**src/hw/rtl/ltbp_pkg.sv**
```systemverilog
// Shared constants, result codes and controller/datapath interface types.
package ltbp_pkg;

    // Field widths fixed by the item format
    localparam int KEY_W  = 16;
    localparam int ADDR_W = 24;
    localparam int KIND_W = 2;

    // Default table depths
    localparam int LABEL_DEPTH_DEF   = 64;
    localparam int PENDING_DEPTH_DEF = 64;

    // Action codes of an input beat
    localparam logic ACT_DEFINE = 1'b0;
    localparam logic ACT_REF    = 1'b1;

    // Result kinds
    localparam logic [KIND_W-1:0] KIND_LOOKUP = 2'd0;
    localparam logic [KIND_W-1:0] KIND_PATCH  = 2'd1;
    localparam logic [KIND_W-1:0] KIND_DEFINE = 2'd2;

    // Commands from the controller to the datapath
    typedef struct packed {
        logic latch;
        logic idx_clr;
        logic idx_inc;
        logic p_rd;
        logic p_rd_last;
        logic p_dec;
        logic p_move;
        logic p_push;
        logic l_rd;
        logic l_push;
        logic hold_patch;
        logic emit_def_full;
        logic emit_def_end;
        logic emit_hit;
        logic emit_miss;
    } t_cmd;

    // Status from the datapath to the controller
    typedef struct packed {
        logic is_ref;
        logic def_full;
        logic pend_full;
        logic p_more;
        logic l_more;
        logic p_match;
        logic l_match;
        logic idx_is_last;
    } t_sts;

endpackage

```
**src/hw/rtl/ltbp_ctl.sv**
```systemverilog
// Controller state machine that sequences table scans and result emission.
module ltbp_ctl import ltbp_pkg::*; (
    input  logic i_clk,
    input  logic i_rst_n,
    input  logic start,
    output logic busy,
    output t_cmd o_cmd,
    input  t_sts i_sts
);

    localparam logic [3:0] ST_IDLE   = 4'd0;
    localparam logic [3:0] ST_CHECK  = 4'd1;
    localparam logic [3:0] ST_P_TEST = 4'd2;
    localparam logic [3:0] ST_P_CMP  = 4'd3;
    localparam logic [3:0] ST_P_MOVE = 4'd4;
    localparam logic [3:0] ST_D_APP  = 4'd5;
    localparam logic [3:0] ST_L_TEST = 4'd6;
    localparam logic [3:0] ST_L_CMP  = 4'd7;
    localparam logic [3:0] ST_L_MISS = 4'd8;

    logic [3:0] r_state;
    logic [3:0] n_state;
    t_cmd       cmd;

    // Next state and command decode
    always_comb begin
        n_state = r_state;
        cmd     = '0;
        case (r_state)
            ST_IDLE: begin
                if (start) begin
                    cmd.latch = 1'b1;
                    n_state   = ST_CHECK;
                end
            end
            ST_CHECK: begin
                cmd.idx_clr = 1'b1;
                if (i_sts.is_ref) begin
                    n_state = ST_L_TEST;
                end else if (i_sts.def_full) begin
                    cmd.emit_def_full = 1'b1;
                    n_state           = ST_IDLE;
                end else begin
                    n_state = ST_P_TEST;
                end
            end
            ST_P_TEST: begin
                if (i_sts.p_more) begin
                    cmd.p_rd = 1'b1;
                    n_state  = ST_P_CMP;
                end else begin
                    n_state = ST_D_APP;
                end
            end
            ST_P_CMP: begin
                if (i_sts.p_match) begin
                    cmd.hold_patch = 1'b1;
                    cmd.p_dec      = 1'b1;
                    if (i_sts.idx_is_last) begin
                        n_state = ST_P_TEST;
                    end else begin
                        cmd.p_rd_last = 1'b1;
                        n_state       = ST_P_MOVE;
                    end
                end else begin
                    cmd.idx_inc = 1'b1;
                    n_state     = ST_P_TEST;
                end
            end
            ST_P_MOVE: begin
                // Move the last entry into the freed slot, then test that slot again
                cmd.p_move = 1'b1;
                n_state    = ST_P_TEST;
            end
            ST_D_APP: begin
                cmd.l_push       = 1'b1;
                cmd.emit_def_end = 1'b1;
                n_state          = ST_IDLE;
            end
            ST_L_TEST: begin
                if (i_sts.l_more) begin
                    cmd.l_rd = 1'b1;
                    n_state  = ST_L_CMP;
                end else begin
                    n_state = ST_L_MISS;
                end
            end
            ST_L_CMP: begin
                if (i_sts.l_match) begin
                    cmd.emit_hit = 1'b1;
                    n_state      = ST_IDLE;
                end else begin
                    cmd.idx_inc = 1'b1;
                    n_state     = ST_L_TEST;
                end
            end
            ST_L_MISS: begin
                cmd.emit_miss = 1'b1;
                cmd.p_push    = !i_sts.pend_full;
                n_state       = ST_IDLE;
            end
            default: begin
                n_state = ST_IDLE;
            end
        endcase
    end

    // State register
    always_ff @(posedge i_clk) begin
        if (!i_rst_n) begin
            r_state <= ST_IDLE;
        end else begin
            r_state <= n_state;
        end
    end

    assign busy  = (r_state != ST_IDLE);
    assign o_cmd = cmd;

endmodule

```
**config.mk**
```make
export PLATFORM = sky130hd
export DESIGN_NAME = ltbp_ctl
export DESIGN_NICKNAME = d
export VERILOG_FILES = /design/src/hw/rtl/ltbp_pkg.sv /design/src/hw/rtl/ltbp_ctl.sv
export SDC_FILE = /design/constraint.sdc
export NUM_CORES = 1
export LEC_CHECK = 0
export ABC_AREA = 1
export BUFFER_PORTS_ARGS = -buffer_cell sky130_fd_sc_hd__clkbuf_2
export CORE_AREA = 10 10 47 49
export CTS_CLUSTER_DIAMETER = 120
export DETAILED_ROUTE_END_ITERATION = 10
export DIE_AREA = 0 0 57 59
export PLACE_DENSITY_LB_ADDON = 0.25
export SLEW_MARGIN = 20
export SYNTH_ARGS = -nofsm -noshare
export SYNTH_HDL_FRONTEND = slang
export SYNTH_SLANG_ARGS = --single-unit
```
**constraint.sdc**
```tcl
create_clock -name i_clk -period 1.57 [get_ports i_clk]
set_clock_uncertainty 0.2 [all_clocks]
set_input_delay 0.157 -clock i_clk [delete_from_list [all_inputs] [get_ports i_clk]]
set_output_delay 0.157 -clock i_clk [all_outputs]
set_load 0.005 [all_outputs]
```
After elaboration in Yosys (flattened, before gate mapping)
Cells that the tools add are included.
{"block": "word_totals", "register_bits": 4, "latchBits": 0, "mem_bits_rw": 0, "romBits": 0, "inputBits": 11, "wordCells": 46, "memories": 0}
{"block": "classes", "n_addsub": 0, "n_mul": 0, "n_div": 0, "order_cmp": 0, "eq_ne": 9, "n_shift": 0, "n_mux": 33, "n_bitwise": 0, "n_reduce_logical": 3}
{"cell": "$pmux W4 S7", "n": 1}
{"cell": "$mux W1", "n": 21}
{"cell": "$eq A4 B3 Y1 const B", "n": 4}
{"cell": "$mux W3", "n": 4}
{"cell": "$mux W4", "n": 3}
{"cell": "$eq A4 B2 Y1 const B", "n": 2}
{"cell": "$mux W2", "n": 3}
{"cell": "$eq A4 B1 Y1 const B", "n": 1}
{"cell": "$eq A4 B4 Y1 const B", "n": 1}
{"cell": "$logic_not A4 Y1", "n": 1}
{"cell": "$reduce_bool A4 Y1", "n": 1}
{"cell": "$ne A2 B2 Y1 const B", "n": 1}
{"cell": "$pmux W1 S2", "n": 1}
{"cell": "$logic_not A1 Y1", "n": 1}

Logic depth before layout (Yosys ltp)
{"block": "logic_depth", "depth_word": 3, "ltp_mapped": 7, "ltp_nobuf": 7}

Worst setup path after synthesis
OpenSTA, ideal clock, no wires.
{"block": "synth_timing", "path_kind": "flip-flop to output port", "from": "register r_state[0]", "to": "output o_cmd[9] (netlist bit)", "arrival_ps": 948, "slack_ps": 265, "path_stages_with_launch": 6, "cell_sequence": "dfxtp_1 nand2_1 nor2_1 inv_1 nor2_1 buf_4"}
{"element": "from (decl)", "line_no": "ltbp_ctl.sv:21", "rtl": "logic [3:0] r_state;"}
{"element": "from (signal assigned)", "line_no": "ltbp_ctl.sv:113", "rtl": "r_state <= n_state;"}
{"element": "to (decl)", "line_no": "ltbp_ctl.sv:7", "rtl": "output t_cmd o_cmd,"}

==> flow_metrics.env <==
export IMPL_max_clock_path_buffers=2
export IMPL_core_mm2=0.00140
export IMPL_grt_overflow_total=0
export IMPL_routed_wire_length_per_instance_um=10.1
export IMPL_worst_path_most_repeated_cell="sky130_fd_sc_hd__inv_2"
export IMPL_nFillCells=175
export IMPL_cts_htree_levels=1
export IMPL_crit_path_max_fanout=4
export IMPL_clock_pin_slew_of_the_registers_on_the_worst_case_setup_and_hold_paths_ns=0.04
export IMPL_endpoint_kind_of_the_worst_setup_timing_path="output port"
export IMPL_rsz0062_at_grt="yes"
export IMPL_drv_max_cap_violation_count=0
export IMPL_yosys_warnings=0
export IMPL_number_of_flip_flops_in_the_largest_register=4
export IMPL_timing_final_crit_period_ns=1.52
export IMPL_syn_num_nets=81
export IMPL_critPathMaxStageDelay_ns=0.32
export IMPL_seq_area_frac_synth=0.218
export IMPL_row_count=14
export IMPL_post_synth_cell_area_avg_um2=5.26
export IMPL_drtIter0Drc=2
export IMPL_via_count_of_the_first_global_routing_pass=459
export IMPL_finalWeightedCongestion=0.747
export IMPL_num_nets_final=113
export IMPL_hold_class="primary input to flip-flop"
export IMPL_grt_pass1_wl_mm=1.81
export IMPL_critical_path_required_ns=1.21
export IMPL_io_pins=27
export IMPL_hpwl_mm=1.00
export IMPL_fin_area_um2=598
export IMPL_cp_data_arrival_time_ns=1.16
export IMPL_cts_tree="yes"
export IMPL_largest_register="r_state"
export IMPL_maximum_number_of_pins_on_one_net_before_global_route_repair=7
export IMPL_worst_hold_slack_ns=0.112
export IMPL_start_util=0.263
export IMPL_largestRegisters="r_state x4"
export IMPL_die_width_um=57
export IMPL_drcViolationCount=0
export IMPL_die_height_um=59
export IMPL_worst_ir_drop_vdd_mv=0.424
export IMPL_report_final_hold_viol_count=0
export IMPL_layout_stage_area_growth_over_the_synthesis_result_pct=62.6
export IMPL_critical_path_cell_chain="inv_2, nand2_2, inv_2, nand3_1, o21ai_1, clkbuf_2"
export IMPL_slew_limit_headroom=0.855
export IMPL_yosys_register_bits=4
export IMPL_achievable_frequency_mhz=660
export IMPL_status="finished, final reports clean"
export IMPL_drt_pass1_iterations=2
export IMPL_vias=486
export IMPL_cts_root_buffer_cell="sky130_fd_sc_hd__clkbuf_4"
export IMPL_drive_gt1_frac=0.440
export IMPL_post_synth_inst_count=70
export IMPL_finalMaxSlewViolations=0
export IMPL_clk_insertion_delay_late_ns=0.23
export IMPL_timing_critical_path_slowest_stage_cell="sky130_fd_sc_hd__dfxtp_1"
export IMPL_floorplan_die_area_mm2=0.00336
export IMPL_post_cts_setup_buffer_count=0
export IMPL_port_buffer_count=26
export IMPL_fin_crit_sh=0.965
export IMPL_syn_cell_area_um2=368
export IMPL_worst_pin_slew_ns=0.216
export IMPL_drtAntennaViolNets=0
export IMPL_r2r_slack_ns=0.29
export IMPL_finalSetupViolations=0
export IMPL_critPathLaunchType="flip-flop"
export IMPL_yosys_cell_types_count=12
export IMPL_number_of_buffers_created_by_cts=3
export IMPL_cellPowerDensity_mw_per_mm2=813
export IMPL_wl_mm=1.18
export IMPL_num_antenna_cells=0
export IMPL_vias_per_cell=4.19
export IMPL_grt_usage=0.0679
export IMPL_numClockSinks=4
export IMPL_antenna_found_initial=0
export IMPL_static_leakage_nw=0.386
export IMPL_placement_cell_area_um2=503
export IMPL_critPathKind="flip-flop to output port"
[repair_timing]
item | in CTS | in global routing
endpoints found under the hold margin | 3 | 0
gates resized for setup | 6 | 15
pin swaps | 1 | 2
hold buffers | 3 | 0
gates cloned | 0 | 0
endpoints found under the setup margin | 4 | 8
[worst max-delay path, delay by kind of cell (launching register included)]
family	cells	cell delay [ns]
flops	1	0.32
compound gates	1	0.09
simple gates	2	0.19
buf+inv	3	0.31
[worst paths after layout]
check | from | end | cells after the start
worst max register to register | r_state[3] | r_state[1] | 7
worst max-delay path | r_state[3] | o_cmd[12] | 6
worst min register to register | r_state[0] | r_state[3] | 3
worst min-delay path | i_sts[7] | r_state[2] | 5
[cell usage after synthesis, drive strengths merged]
| cell type | instances | area, um2 |
|---|---|---|
| a21oi | 1 | 5.00 |
| buf | 2 | 15.0 |
| dfxtp | 4 | 80.1 |
| inv | 22 | 82.6 |
| nand2 | 12 | 45.0 |
| nand3 | 7 | 35.0 |
| nand3b | 1 | 7.51 |
| nor2 | 13 | 56.3 |
| nor3 | 4 | 20.0 |
| nor4 | 1 | 6.26 |
| o21ai | 3 | 15.0 |
[cells by family (layout without fill, tap and decap cells)]
kind of cell	Yosys count	in the layout	share of synthesized area
DFF	4	4	0.218
AOI/OAI and AO/OA	4	4	0.0544
buffers and inverters	24	54	0.265
and+or+nand+nor	38	38	0.463
[cell usage in the layout, fill, tap and decap left out, types with 2 or more instances in the layout]
cell                             n
sky130_fd_sc_hd__inv_1          19
sky130_fd_sc_hd__nand2_1        10
sky130_fd_sc_hd__buf_2           2
sky130_fd_sc_hd__clkbuf_4        3
sky130_fd_sc_hd__dlygate4sd3_1   3
sky130_fd_sc_hd__nor2_4          2
sky130_fd_sc_hd__nor2_2          4
sky130_fd_sc_hd__clkbuf_2       24
sky130_fd_sc_hd__nand3_1         7
sky130_fd_sc_hd__dfxtp_4         2
sky130_fd_sc_hd__nor3_1          4
sky130_fd_sc_hd__nor2_1          7
sky130_fd_sc_hd__o21ai_0         2
sky130_fd_sc_hd__inv_2           3
[per-layer routing]
layer  GRT usage  vias up  routed length (um)
li1            -      268                   -
met1      0.0606      203                 498
met2       0.112       15                 586
met3      0.0408        0                  90
met4      0.0503        0                   0
met5           0        -                   0
[cell type report]
class / instances / area (um2) / area share
Sequential cell: 4 / 88.8 / 0.149
Tap cell: 16 / 20.0 / 0.0335
Clock buffer: 3 / 22.5 / 0.0377
Inverter: 22 / 82.6 / 0.138
Multi-Input combinational cell: 42 / 224 / 0.374
Timing Repair Buffer: 29 / 160 / 0.268
[report_power, final]
part	internal (mW)	switching, mW	total (mW)	leakage (nW)
Clock	0.0854	0.0407	0.126	0.0138
Sequential	0.123	0.0291	0.152	0.0345
Combinational	0.0885	0.120	0.208	0.338
[metrics by stage]
stage / power [mW] / std cells / setup TNS (ns) / util / setup WS (ns)
3_5_place_dp: 0.326 / 110 / 0 / 0.359 / 0.199
3_3_place_gp: 0.324 / 110 / 0 / 0.359 / 0.224
2_1_floorplan: 0.254 / 70 / 0 / - / 0.265
6_report: 0.486 / 116 / 0 / 0.427 / 0.0548
5_1_grt: 0.536 / 116 / -0.0915 / 0.427 / -0.0322
4_1_cts: 0.473 / 116 / 0 / 0.403 / 0.000895
(Power assumes the default switching activity.)
